--- src/tmq_pkg.sv ---
// ----------------------------------------------------------------------------
// tmq_pkg
// Shared constants and types for the timer event queue.
// ----------------------------------------------------------------------------
package tmq_pkg;

  localparam int SLOTS     = 16;
  localparam int TIME_BITS = 32;
  localparam int SLOT_W    = 4;
  localparam int IDX_W     = $clog2(SLOTS);

  localparam logic [1:0] OP_ARM    = 2'd0;
  localparam logic [1:0] OP_CANCEL = 2'd1;
  localparam logic [1:0] OP_TICK   = 2'd2;
  localparam logic [1:0] OP_UNUSED = 2'd3;

  localparam logic STATUS_OK        = 1'b0;
  localparam logic STATUS_NOT_ARMED = 1'b1;

  typedef struct packed {
    logic              fired;
    logic [SLOT_W-1:0] fired_slot;
    logic              status;
    logic              last;
  } result_t;

endpackage

--- src/tmq_out_stage.sv ---
// ----------------------------------------------------------------------------
// tmq_out_stage
// Output register for result items with valid/ready handshake.
// ----------------------------------------------------------------------------
module tmq_out_stage import tmq_pkg::*; (
  input  logic              clk,
  input  logic              rst,
  input  logic              push,
  input  result_t           push_data,
  output logic              free,
  output logic              out_valid,
  input  logic              out_ready,
  output logic              fired,
  output logic [SLOT_W-1:0] fired_slot,
  output logic              status,
  output logic              last
);

  result_t held;

  assign free       = !out_valid || out_ready;
  assign fired      = held.fired;
  assign fired_slot = held.fired_slot;
  assign status     = held.status;
  assign last       = held.last;

  always_ff @(posedge clk) begin
    if (rst) begin
      out_valid <= 1'b0;
    end else if (push) begin
      out_valid <= 1'b1;
    end else if (out_ready) begin
      out_valid <= 1'b0;
    end
  end

  always_ff @(posedge clk) begin
    if (push) begin
      held <= push_data;
    end
  end

endmodule

--- src/timer_event_queue_with_wrap.sv ---
// ----------------------------------------------------------------------------
// timer_event_queue_with_wrap
// Arm and cancel: the result goes via the response state to the output register;
// the next input is taken back in idle. A tick runs a candidate pass, then per
// firing one minimum-deadline scan, a closing empty scan and a flush state; on
// wrap, old-bank slots first get firing and empty scans. Output stalls hold firing.
// One shared deadline comparator, one slot per cycle, serves both passes.
// Synchronous reset disarms all slots and clears the last tick time and bank.
// ----------------------------------------------------------------------------
module timer_event_queue_with_wrap import tmq_pkg::*; (
  input  logic                 clk,
  input  logic                 rst,
  input  logic                 in_valid,
  output logic                 in_ready,
  input  logic [1:0]           operation,
  input  logic [SLOT_W-1:0]    slot,
  input  logic [TIME_BITS-1:0] deadline,
  input  logic [TIME_BITS-1:0] period,
  input  logic [TIME_BITS-1:0] now,
  output logic                 out_valid,
  input  logic                 out_ready,
  output logic                 fired,
  output logic [SLOT_W-1:0]    fired_slot,
  output logic                 status,
  output logic                 last
);

  localparam logic [2:0] S_IDLE   = 3'd0;
  localparam logic [2:0] S_BUILD  = 3'd1;
  localparam logic [2:0] S_SCAN   = 3'd2;
  localparam logic [2:0] S_FIRE   = 3'd3;
  localparam logic [2:0] S_FINISH = 3'd4;
  localparam logic [2:0] S_RESP   = 3'd5;

  logic [2:0]           state;
  logic [SLOTS-1:0]     armed;
  logic [SLOTS-1:0]     bank;
  logic [SLOTS-1:0]     cand;
  logic [TIME_BITS-1:0] dl [SLOTS];
  logic [TIME_BITS-1:0] per [SLOTS];
  logic [TIME_BITS-1:0] last_time;
  logic [TIME_BITS-1:0] now_r;
  logic [TIME_BITS-1:0] best_dl;
  logic                 current_bank;
  logic                 phase2;
  logic                 best_valid;
  logic                 pend_valid;
  logic                 resp_status;
  logic [IDX_W-1:0]     idx;
  logic [IDX_W-1:0]     best;
  logic [IDX_W-1:0]     pend_slot;

  logic                 accept;
  logic                 slot_ok;
  logic [IDX_W-1:0]     slot_idx;
  logic                 idx_last;
  logic [TIME_BITS-1:0] cmp_a;
  logic [TIME_BITS-1:0] cmp_b;
  logic                 a_lt_b;
  logic                 a_eq_b;
  logic [TIME_BITS:0]   sum;
  logic                 fire_go;
  logic                 arm_we;
  logic                 rearm_we;
  logic                 push;
  logic                 out_free;
  result_t              push_data;

  assign in_ready = (state == S_IDLE);
  assign accept   = in_valid && in_ready;
  assign slot_ok  = (32'(slot) < SLOTS);
  assign slot_idx = slot[IDX_W-1:0];
  assign idx_last = (idx == IDX_W'(SLOTS - 1));

  // shared comparator: against now in the candidate pass, against best in the scan
  assign cmp_a  = dl[idx];
  assign cmp_b  = (state == S_BUILD) ? now_r : best_dl;
  assign a_lt_b = (cmp_a < cmp_b);
  assign a_eq_b = (cmp_a == cmp_b);

  // re-arm time, carry out marks a wrap
  assign sum = {1'b0, now_r} + {1'b0, per[best]};

  assign fire_go  = (state == S_FIRE) && best_valid && (!pend_valid || out_free);
  assign arm_we   = accept && (operation == OP_ARM) && slot_ok;
  assign rearm_we = fire_go && (per[best] != '0);

  always_comb begin
    push      = 1'b0;
    push_data = '0;
    case (state)
      S_RESP: begin
        push             = out_free;
        push_data.status = resp_status;
        push_data.last   = 1'b1;
      end
      S_FIRE: begin
        push                 = fire_go && pend_valid;
        push_data.fired      = 1'b1;
        push_data.fired_slot = SLOT_W'(pend_slot);
      end
      S_FINISH: begin
        push                 = pend_valid && out_free;
        push_data.fired      = 1'b1;
        push_data.fired_slot = SLOT_W'(pend_slot);
        push_data.last       = 1'b1;
      end
      default: begin
        push = 1'b0;
      end
    endcase
  end

  // control state
  always_ff @(posedge clk) begin
    if (rst) begin
      state        <= S_IDLE;
      armed        <= '0;
      cand         <= '0;
      last_time    <= '0;
      current_bank <= 1'b0;
      phase2       <= 1'b0;
      best_valid   <= 1'b0;
      pend_valid   <= 1'b0;
      idx          <= '0;
    end else begin
      case (state)
        S_IDLE: begin
          if (in_valid) begin
            case (operation)
              OP_ARM: begin
                if (slot_ok) begin
                  armed[slot_idx] <= 1'b1;
                end
                state <= S_RESP;
              end
              OP_CANCEL: begin
                if (slot_ok) begin
                  armed[slot_idx] <= 1'b0;
                end
                state <= S_RESP;
              end
              OP_TICK: begin
                last_time  <= now;
                idx        <= '0;
                best_valid <= 1'b0;
                if (now < last_time) begin
                  // wrap: old bank slots fire first
                  current_bank <= ~current_bank;
                  cand         <= armed & ~(bank ^ {SLOTS{current_bank}});
                  phase2       <= 1'b0;
                  state        <= S_SCAN;
                end else begin
                  phase2 <= 1'b1;
                  state  <= S_BUILD;
                end
              end
              default: begin
                state <= S_IDLE;
              end
            endcase
          end
        end
        S_BUILD: begin
          cand[idx] <= armed[idx] && (bank[idx] == current_bank) && (a_lt_b || a_eq_b);
          if (idx_last) begin
            idx   <= '0;
            state <= S_SCAN;
          end else begin
            idx <= idx + 1'b1;
          end
        end
        S_SCAN: begin
          if (cand[idx] && (!best_valid || a_lt_b)) begin
            best_valid <= 1'b1;
          end
          if (idx_last) begin
            idx   <= '0;
            state <= S_FIRE;
          end else begin
            idx <= idx + 1'b1;
          end
        end
        S_FIRE: begin
          if (!best_valid) begin
            if (!phase2) begin
              phase2 <= 1'b1;
              state  <= S_BUILD;
            end else begin
              state <= S_FINISH;
            end
          end else if (fire_go) begin
            pend_valid <= 1'b1;
            cand[best] <= 1'b0;
            best_valid <= 1'b0;
            if (per[best] == '0) begin
              armed[best] <= 1'b0;
            end
            state <= S_SCAN;
          end
        end
        S_FINISH: begin
          if (!pend_valid) begin
            state <= S_IDLE;
          end else if (out_free) begin
            pend_valid <= 1'b0;
            state      <= S_IDLE;
          end
        end
        S_RESP: begin
          if (out_free) begin
            state <= S_IDLE;
          end
        end
        default: begin
          state <= S_IDLE;
        end
      endcase
    end
  end

  // slot payload and datapath registers
  always_ff @(posedge clk) begin
    if (arm_we) begin
      dl[slot_idx]   <= deadline;
      per[slot_idx]  <= period;
      bank[slot_idx] <= current_bank;
    end else if (rearm_we) begin
      dl[best]   <= sum[TIME_BITS-1:0];
      bank[best] <= sum[TIME_BITS] ? ~current_bank : current_bank;
    end
    if (accept) begin
      now_r       <= now;
      resp_status <= (operation == OP_CANCEL && !(slot_ok && armed[slot_idx])) ?
                     STATUS_NOT_ARMED : STATUS_OK;
    end
    if (state == S_SCAN && cand[idx] && (!best_valid || a_lt_b)) begin
      best    <= idx;
      best_dl <= cmp_a;
    end
    if (fire_go) begin
      pend_slot <= best;
    end
  end

  tmq_out_stage u_out (
    .clk        (clk),
    .rst        (rst),
    .push       (push),
    .push_data  (push_data),
    .free       (out_free),
    .out_valid  (out_valid),
    .out_ready  (out_ready),
    .fired      (fired),
    .fired_slot (fired_slot),
    .status     (status),
    .last       (last)
  );

  // a tick transfer always starts a multi-cycle pass
  a_tick_busy: assert property (@(posedge clk) disable iff (rst)
    accept && operation == OP_TICK |=> !in_ready)
    else $error("tick did not start a scan");

  // the held firing is always flushed before returning to idle
  a_idle_no_pend: assert property (@(posedge clk) disable iff (rst)
    state == S_IDLE |-> !pend_valid)
    else $error("pending firing left at idle");

  // the chosen slot stays a candidate until it fires
  a_best_cand: assert property (@(posedge clk) disable iff (rst)
    best_valid |-> cand[best])
    else $error("selected slot is not a candidate");

  // firings never carry an error status
  a_fire_status: assert property (@(posedge clk) disable iff (rst)
    out_valid && fired |-> status == STATUS_OK)
    else $error("firing with error status");

  // a fired slot leaves the candidate set
  a_fire_clears: assert property (@(posedge clk) disable iff (rst)
    fire_go |=> !cand[$past(best)])
    else $error("fired slot still a candidate");

endmodule
--- config.mk ---
export PLATFORM = sky130hd
export DESIGN_NAME = timer_event_queue_with_wrap
export DESIGN_NICKNAME = d
export VERILOG_FILES = /design/src/tmq_pkg.sv /design/src/tmq_out_stage.sv /design/src/timer_event_queue_with_wrap.sv
export SDC_FILE = /design/constraint.sdc
export NUM_CORES = 1
export LEC_CHECK = 0
export BUFFER_PORTS_ARGS = -buffer_cell sky130_fd_sc_hd__buf_4
export CAP_MARGIN = 20
export CORE_MARGIN = 2
export CORE_UTILIZATION = 67
export CTS_CLUSTER_SIZE = 28
export DETAILED_ROUTE_END_ITERATION = 16
export GPL_TIMING_DRIVEN = 0
export PLACE_DENSITY_LB_ADDON = 0.05
export SLEW_MARGIN = 20
export SYNTH_ARGS = -nofsm -noshare
export SYNTH_HDL_FRONTEND = slang
export SYNTH_SLANG_ARGS = --single-unit
--- constraint.sdc ---
create_clock -name clk -period 11 [get_ports clk]
set_input_delay 0.55 -clock clk [delete_from_list [all_inputs] [get_ports clk]]
set_output_delay 0.55 -clock clk [all_outputs]
set_load 0.05 [all_outputs]
Word level (Yosys, flattened, before mapping)
Memories as Yosys holds them, arrays and structs flattened. A register that Yosys moved wholly into a read port is not among the register bits.
Cells that the tools add are included.
Word-level totals
  register bits: 172
  bits in latches: 0
  RAM bits: 1024
  ROM bits: 0
  bits of input ports: 106
  output and inout port bits: 9
  word-level logic and storage cells: 194
  memories kept: 2
Memory list
  dl: depth 16, width 32, read ports 1, clocked after memory_dff 1, write ports 1, RTL line timer_event_queue_with_wrap.sv:39  | logic [TIME_BITS-1:0] dl [SLOTS];
  per: depth 16, width 32, read ports 1, clocked after memory_dff 1, write ports 1, RTL line timer_event_queue_with_wrap.sv:40  | logic [TIME_BITS-1:0] per [SLOTS];
Operators by class
  $add $sub $neg: 2
  multipliers: 0
  divide/modulo/power cells: 0
  $lt $le $gt $ge: 8
  equal/unequal tests: 22
  shift operators: 0
  mux-type cells: 81
  bitwise logic cells: 10
  reductions and logical operators: 49
Operators by type and width (number)
  $mux W16: 11
  $and A16 B16 Y16: 4
  $lt A32 B32 Y1: 2
  $mux W32: 2
  $pmux W16 S2: 2
  $bwmux W16: 3
  $not A16 Y16: 3
  $pmux W16 S3: 1
  $add A32 B32 Y33: 1
  $eq A32 B32 Y1: 1
  $logic_not A32 Y1: 1
  $reduce_bool A32 Y1: 1
  $reduce_or A32 Y1: 1
  $mux W1: 31
  $mux W4: 7
  $mux W3: 8
  $pmux W3 S6: 1
  $bmux W1 S4: 4
  $logic_and A1 B1 Y1: 16
  $or A16 B16 Y16: 1
  $reduce_and A4 Y1: 4
  $xor A16 B16 Y16: 1
  $lt A4 B5 Y1 const B: 3
  $ne A2 B2 Y1 const B: 7
  29 further kinds: 56

Logic depth before layout (Yosys ltp)
Gate-level depths: netlist (run 1).
  depth after elaboration: 10
  depth in mapped cells: 16
  gate-level depth less buffers: 13

By module
Synthesis (run 1) repeated with hierarchy kept, for this count alone.
Second synthesis, totals
  cells, all modules: 2816
  area total of the unflattened synthesis: 50701.1 um2
By module, submodules not included
  timer_event_queue_with_wrap: times used 1, cells each 2805, area each 50444.6 um2, seq. area each 35083.6 um2
  tmq_out_stage: times used 1, cells each 11, area each 256.5 um2, seq. area each 230.2 um2

Least setup slack after synthesis (run 1)
Ideal clock, no wire load.
  path type: register -> register
  start: reg state[0]
  end: mem dl[0][0], enable pin
  library setup time: 0.388 ns
  data arrival time: 6.831 ns
  required time: 10.612 ns
  path slack: 3.781 ns
  stages on the path, launching flop included: 7
  buffers on the path: 1
  clock period less this slack: 7.219 ns
  path through: dfxtp_1 -> clkbuf_1 -> nor3_1 -> nand2_1 -> or3_1 -> nor4b_1 -> a21o_1
On the way
  elaborated cells between the ends (all ways): 15
  classes of those cells: eq/ne: 1; mux: 7; reduce/logical: 7
RTL lines
  from (decl): RTL line timer_event_queue_with_wrap.sv:35  | logic [2:0] state;
  from (signal assigned): RTL line timer_event_queue_with_wrap.sv:117  | state <= S_IDLE;
  from (signal assigned): RTL line timer_event_queue_with_wrap.sv:135  | state <= S_RESP;
  from (signal assigned): RTL line timer_event_queue_with_wrap.sv:141  | state <= S_RESP;
  $logic_not A3 Y1 (*): RTL line timer_event_queue_with_wrap.sv:69  | assign in_ready = (state == S_IDLE);
  via in_ready: RTL line timer_event_queue_with_wrap.sv:14  | output logic in_ready,
  $logic_and A1 B1 Y1 (*): RTL line timer_event_queue_with_wrap.sv:70  | assign accept = in_valid && in_ready;
  $logic_and A1 B1 Y1 (*): RTL line timer_event_queue_with_wrap.sv:85  | assign arm_we = accept && (operation == OP_ARM) && slot_ok;
  $mux W1: RTL line timer_event_queue_with_wrap.sv:224  | if (arm_we) begin
  $mux W1 (implied by the code): RTL line timer_event_queue_with_wrap.sv:229  | dl[best] <= sum[TIME_BITS-1:0];
  $reduce_or A32 Y1 (no source line)
  $mux W4 (no source line) or $mux W1 (tied branches)
  to (decl): RTL line timer_event_queue_with_wrap.sv:39
The timed path passes the listed nets; every way through them passes the cells marked *.

==> results of run 1 <==
-- per-layer routing --
layer | routed length [um] | part of all wire
met1 | 49700 | 0.33
met2 | 73100 | 0.49
met3 | 17100 | 0.11
met4 | 9170 | 0.061
met5 | 71 | 0.00048
-- per-stage QoR --
step / setup slack (ns) / TNS [ns] / area (sq um) / instances
detailed placement: 4.08 / 0 / 53900 / 3897
finish: 3.92 / 0 / 57500 / 4114
floorplan: 3.78 / 0 / 50400 / 2715
CTS: 3.93 / 0 / 57400 / 4105
global route: 3.77 / 0 / 57500 / 4107
global placement: -0.908 / -85.14 / 52400 / 3796
-- power by group --
part	total, mW	internal [mW]	switching (mW)
combinational	1.89	0.774	1.12
clock	3.83	2.09	1.74
sequential	5.17	5.11	0.0623
-- cell usage after synthesis, drive strengths merged (7+ instances only) --
library cell / number
nor4: 17
ha: 99
buf: 38
a22oi: 8
and3: 9
nor2: 53
mux2i: 34
a21o: 51
nand4: 15
mux4: 340
a21oi: 103
inv: 56
a32o: 15
nand3: 41
o22ai: 14
xnor2: 35
a31oi: 12
a211oi: 11
clkbuf: 108
edfxtp: 1120
dfxtp: 84
o21bai: 15
nor2b: 26
nor3: 27
o21ai: 82
xor2: 7
mux2: 27
o31ai: 26
nand2: 162
o21a: 10
nand2b: 10
-- layout make-up --
class                           count  area [sq um]  area share
Antenna cell                        8          20.0    0.000348
Buffer                            146           607      0.0105
Clock buffer                      134          2960      0.0514
Clock inverter                     74           608      0.0106
Inverter                           56           210     0.00365
Multi-Input combinational cell   1309         14600       0.253
Sequential cell                  1204         35300       0.614
Tap cell                          969          1210      0.0211
Timing Repair Buffer              214          2020      0.0351
-- registers in the layout, summed over array words and instances, names as in the netlist, 3 cells and up, named ones only --
name and cells:
state 3, dl 512, u_out.fired_slot 4, per 512, bank 16, pend_slot 4, idx 4, last_time 32
best_dl 32, now_r 32, cand 16, best 4
-- logic make-up (layout without fill, tap and decap cells) --
| kind of cell | Yosys count | after routing | synth area share |
|---|---|---|---|
| simple gates | 385 | 385 | 0.0361 |
| mux | 401 | 401 | 0.166 |
| flops | 1204 | 1204 | 0.701 |
| xor+xnor | 42 | 42 | 0.00730 |
| compound gates | 381 | 381 | 0.0486 |
| buf+inv | 202 | 624 | 0.0159 |
| other cells | 0 | 8 | 0 |
| fa+ha+maj | 100 | 100 | 0.0250 |
-- critical path: cells and delay by family (launching register included) --
family | cells | cell delay (ns)
compound gates | 5 | 1.60
fa+ha+maj | 2 | 0.77
buf+inv | 4 | 1.96
flops | 1 | 0.32
mux | 2 | 1.35
simple gates | 3 | 0.84
-- worst max-delay path by stage --
stage / endpoint / start / cells after the start
final: bank[1]$_DFFE_PP_ / flip-flop / 16
after CTS: dl[6][22]$_DFFE_PP_ / flip-flop / 15
after global placement: dl[0][1]$_DFFE_PP_ / state[0]$_SDFFE_PP0P_ / 6
after detailed placement: dl[6][22]$_DFFE_PP_ / flip-flop / 15
after global routing: bank[10]$_DFFE_PP_ / flip-flop / 16
after floorplan: dl[0][0]$_DFFE_PP_ / state[0]$_SDFFE_PP0P_ / 6
==> impl_metrics.yaml, run 1 <==
pwr:
  fin_total_pwr_mw: 10.9
  peakVddDrop_mv: 0.169
  powerDensity_nw_per_um2: 189
  cellLeakagePower_nw: 18.6
timing:
  whs_ns: 0.0591
  slew_headroom: 0.204
  period_minus_slack_ns: 7.08
  setup_violations: 0
  hold_violations: 0
  fin_skew_ns: 0.0407
  slew_violations: 0
  rsz0062_at_grt: "false"
  clock.fmax_ghz: 0.141
  fin_crit_sh: 0.643
  worst_slew_pin_slew_ns: 1.19
floorplan:
  die_w_um: 278
  dieHeight_um: 278
  io_pins: 115
  rows: 100
  die_area_sq_um: 77400
  fp.coreArea_sq_um: 74400
  start_util: 0.677
place:
  gp_congestion: 0.967
  dp_hpwl_um: 95500
  portBuffers: 112
clock_network:
  clockBufferDepth: 3
  cts_hold_buf: 0
  htreeDepth: 3
  cts_tree: "done"
  clockRootBuffer: "clkbuf_16"
  cts.sinks: 1204
  post_cts_resized: 0
  clkTransAtPathRegs_ns: 0.07
  cts_inserted_buffers: 112
  clk_latency_ns: 0.71
  post-cts-setup-buffers: 0
grt:
  grt-ovfl-total: 0
  grt_use_met1: 0.496
  grt_start_max_net_pins: 37
  top_usage_layer: "met2"
  grt_pass1_vias: 30100
  antenna_found_initial: 8
  grtUsageMet2: 0.641
  track_usage: 0.392
  grt_pass1_wl_um: 213000
  gr-usage-met3: 0.0980
detailed_routing:
  totalWireLength_um: 149000
  ant_nets: 0
  dr.pass1.iters: 6
  vias: 30000
  drc: 0
  routed_via_density: 7.28
  wire_per_inst_um: 36.2
  drtIter0Drc: 4602
synthesis:
  synth-async-reset-ratio: 0
  ys_types: 65
  yosysSeqAreaShare: 0.701
  yosysTopAreaCellShare: 0.668
  yosys.area.top_type: "edfxtp_1"
  syn_area_sq_um: 50400
  synthCells: 2715
  synth-edff-count: 1120
  synth-seq-cells: 1204
  synth_fp_nets: 2921
  syn_avg_cell_area_sq_um: 18.6
  ys.flop_type: "edfxtp_1"
  yosysWarnings: 0
  synth_area_leaders: "edfxtp_1 67%, mux4_2 15%, dfxtp_1 3.3%, ha_1 2.5%, nand2_1 1.2%"
run:
  drv_cap: 0
finish:
  finalCoreUtilization: 0.773
  nNetsFinal: 3249
  fill_cells: 3853
  layout_common_cells: "1120 x edfxtp_1, 340 x mux4_2, 162 x nand2_1"
  area_growth_pct: 14.2
  drive_gt1_frac: 0.264
  final_common_cell: "edfxtp_1"
worst_hold_path:
  min_to: "now_r[25]$_DFFE_PP_"
  min_path_cells: 1
  hp-class: "input port to flip-flop"
  hold_start: "now[25]"
critical_path:
  r2r_cells: 16
  crit_chain: "clkbuf_1 > clkbuf_1 > buf_2 > mux4_2 > ha_1 > fa_1 > a211oi_1 > o21bai_1 > a41oi_1 > nor4_1 > nor3_1 > o21ai_0 > mux2i_1 > nand2_1 > clkbuf_1 > o21ai_0"
  path_max_fanout: 10
  start_kind: "flip-flop"
  worstReg2RegEnd: "bank[1]$_DFFE_PP_"
  setup.worst_path.class: "flip-flop to flip-flop"
  cp_slowest_stage_delay_ns: 0.74
  critPathCaptureType: "flip-flop"
  arrival_ns: 7.55
  r2r_slack_ns: 3.92
  slowest_stage: "mux4_2"
  crit_required_ns: 11.48
  crit_top_cell: "clkbuf_1"
status:
  status: "finished, final reports clean"
No activity file was read; power rests on OpenSTA's default activity.
==> run 2: changes to the inputs <==
--- a/config.mk
+++ b/config.mk
@@ -8,7 +8,7 @@
 export BUFFER_PORTS_ARGS = -buffer_cell sky130_fd_sc_hd__buf_4
 export CAP_MARGIN = 20
 export CORE_MARGIN = 2
-export CORE_UTILIZATION = 67
+export CORE_UTILIZATION = 62
 export CTS_CLUSTER_SIZE = 28
 export DETAILED_ROUTE_END_ITERATION = 16
 export GPL_TIMING_DRIVEN = 0
==> constraint.sdc (replaced) <==
create_clock -name clk -period 7.3 [get_ports clk]
set_input_delay 0.365 -clock clk [delete_from_list [all_inputs] [get_ports clk]]
set_output_delay 0.365 -clock clk [all_outputs]
set_load 0.05 [all_outputs]
==> run 2 against run 1 <==
  * Power rose by 52%
  * Register-to-register slack worse by 3.4 ns
  * Die area is 7.9% higher
  * First-iteration DRC count is 9.5% lower
  * Largest power group unchanged
  * Design area grew 2.0%
==> impl_metrics.yaml, run 2 (synthesis results as in run 1) <==
finish:
  finalCoreUtilization: 0.729
  nNetsFinal: 3328
  top_regs: "dl x512, per x512"
  area_growth_pct: 16.5
  drive_gt1_frac: 0.262
  final_common_cell: "edfxtp_1"
  instances_no_fill: 4289
  final_area_sq_um: 58700
  layout_common_cells: "1120 x edfxtp_1, 340 x mux4_2, 162 x nand2_1"
timing:
  worst_slew_pin_slew_ns: 1.17
  clock.fmax_ghz: 0.148
  slew_headroom: 0.211
  hold_violations: 0
  fin_skew_ns: 0.0599
  period_minus_slack_ns: 6.74
  whs_ns: 0.0379
  fin_crit_sh: 0.924
  slew_violations: 0
  rsz0062_at_grt: "false"
  fin_ws_ns: 0.555
  setup_violations: 0
  setup_tns_ns: 0
status:
  status: "finished, final reports clean"
pwr:
  seqPwrFrac: 0.470
  p_clk_frac: 0.356
  fin_total_pwr_mw: 16.6
  peakVddDrop_mv: 0.232
  p_int_mw: 12.2
  p_comb_frac: 0.174
  switchingPower_mw: 4.40
  swShare: 0.265
  cellLeakagePower_nw: 19.1
  powerDensity_nw_per_um2: 283
clock_network:
  clockRootBuffer: "clkbuf_16"
  cts_inserted_buffers: 117
  cts_tree: "done"
  clkTransAtPathRegs_ns: 0.06
  clockBufferDepth: 3
  htreeDepth: 3
  clk_latency_ns: 0.72
  cts.sinks: 1204
  post_cts_resized: 0
grt:
  track_usage: 0.347
  antenna_found_initial: 10
  grt_pass1_vias: 29000
  grt_pass1_wl_um: 203000
  grt_start_max_net_pins: 37
  grt-ovfl-total: 0
critical_path:
  critPathCaptureType: "flip-flop"
  r2r_slack_ns: 0.56
  crit_required_ns: 7.73
  worstReg2RegEnd: "dl[8][30]$_DFFE_PP_"
  r2r_cells: 15
  setup.worst_path.class: "flip-flop to flip-flop"
  arrival_ns: 7.17
  path_max_fanout: 16
  start_kind: "flip-flop"
worst_hold_path:
  hp-class: "input port to flip-flop"
  min_path_cells: 2
  hold_start: "operation[1]"
  min_to: "resp_status$_DFFE_PP_"
floorplan:
  die_w_um: 289
  dieHeight_um: 289
  start_util: 0.625
  die_area_sq_um: 83600
  io_pins: 115
  fp.coreArea_sq_um: 80500
  rows: 104
run:
  drv_cap: 0
detailed_routing:
  wire_per_inst_um: 33.0
  dr.pass1.iters: 6
  vias: 28900
  drtIter0Drc: 4165
  drc: 0
  totalWireLength_um: 142000
  ant_nets: 0
  routed_via_density: 6.74
place:
  dp_hpwl_um: 96800
  post-place-cells: 3997
  pre_cts_ws_ns: 0.257
  portBuffers: 112
  gp_congestion: 0.960
  placed_cell_area_sq_um: 54200
run 2: cell count changes in the layout (fill, tap and decap cells not counted), sizes merged:
cell,delta
dlygate4sd3,+64
clkbuf,+25
buf,+10
clkinv,-6
clkinvlp,-4
diode,-4
inv,-1
run 2: worst max path at each step:
stage                     startpoint             endpoint  slack, ns  cells past startpoint
3_3_place_gp   state[0]$_SDFFE_PP0P_  dl[0][23]$_DFFE_PP_      -5.52                      6
6_report                   flip-flop  dl[8][30]$_DFFE_PP_       0.56                     15
4_1_cts                    flip-flop  dl[1][24]$_DFFE_PP_       0.26                     15
5_1_grt                    flip-flop  dl[8][30]$_DFFE_PP_       0.28                     15
3_5_place_dp               flip-flop  dl[1][24]$_DFFE_PP_       0.26                     15
2_1_floorplan  state[0]$_SDFFE_PP0P_   dl[0][0]$_DFFE_PP_       0.08                      6
run 2: what timing repair did:
item | 4_1_cts | 5_1_grt
endpoints found under the hold margin | 576 | 0
setup buffers | 0 | 0
hold buffers | 64 | 0
run 2: critical path: stages, from the launching register on:
cell and delay, ns:
dfxtp_1 0.35, clkbuf_1 0.56, clkbuf_1 0.57, buf_2 0.54
mux4_2 0.71, ha_1 0.29, fa_1 0.46, a211oi_1 0.25
o21bai_1 0.14, a41oi_1 0.37, nor4_1 0.11, nor3_1 0.44
o21ai_0 0.45, or3_1 0.46, a41oi_1 0.34, a21o_1 0.42
run 2: power by group through the flow:
stage / clock [mW] / sequential (mW) / combinational (mW)
finish: 5.90 / 7.79 / 2.89
global route: 6.19 / 7.79 / 3.08
CTS: 5.94 / 7.79 / 2.87
detailed placement: 0 / 7.93 / 2.81
global placement: 0 / 7.94 / 2.73
floorplan: 0 / 7.89 / 1.87
run 2: area by class of cell:
type / instances / area [sq um]
Multi-Input combinational cell: 1309 / 14600
Sequential cell: 1204 / 35300
Buffer: 146 / 607
Antenna cell: 4 / 10.0
Clock inverter: 63 / 601
Tap cell: 1060 / 1330
Timing Repair Buffer: 288 / 2880
Inverter: 56 / 210
Clock buffer: 159 / 3160
Fill cell: 4790 / 21900
run 2: per-layer routing:
layer | share of wire | GRT usage
met4 | 0.039 | 0.128
met3 | 0.084 | 0.0556
met2 | 0.50 | 0.575
met5 | 0.00054 | 0
met1 | 0.38 | 0.473
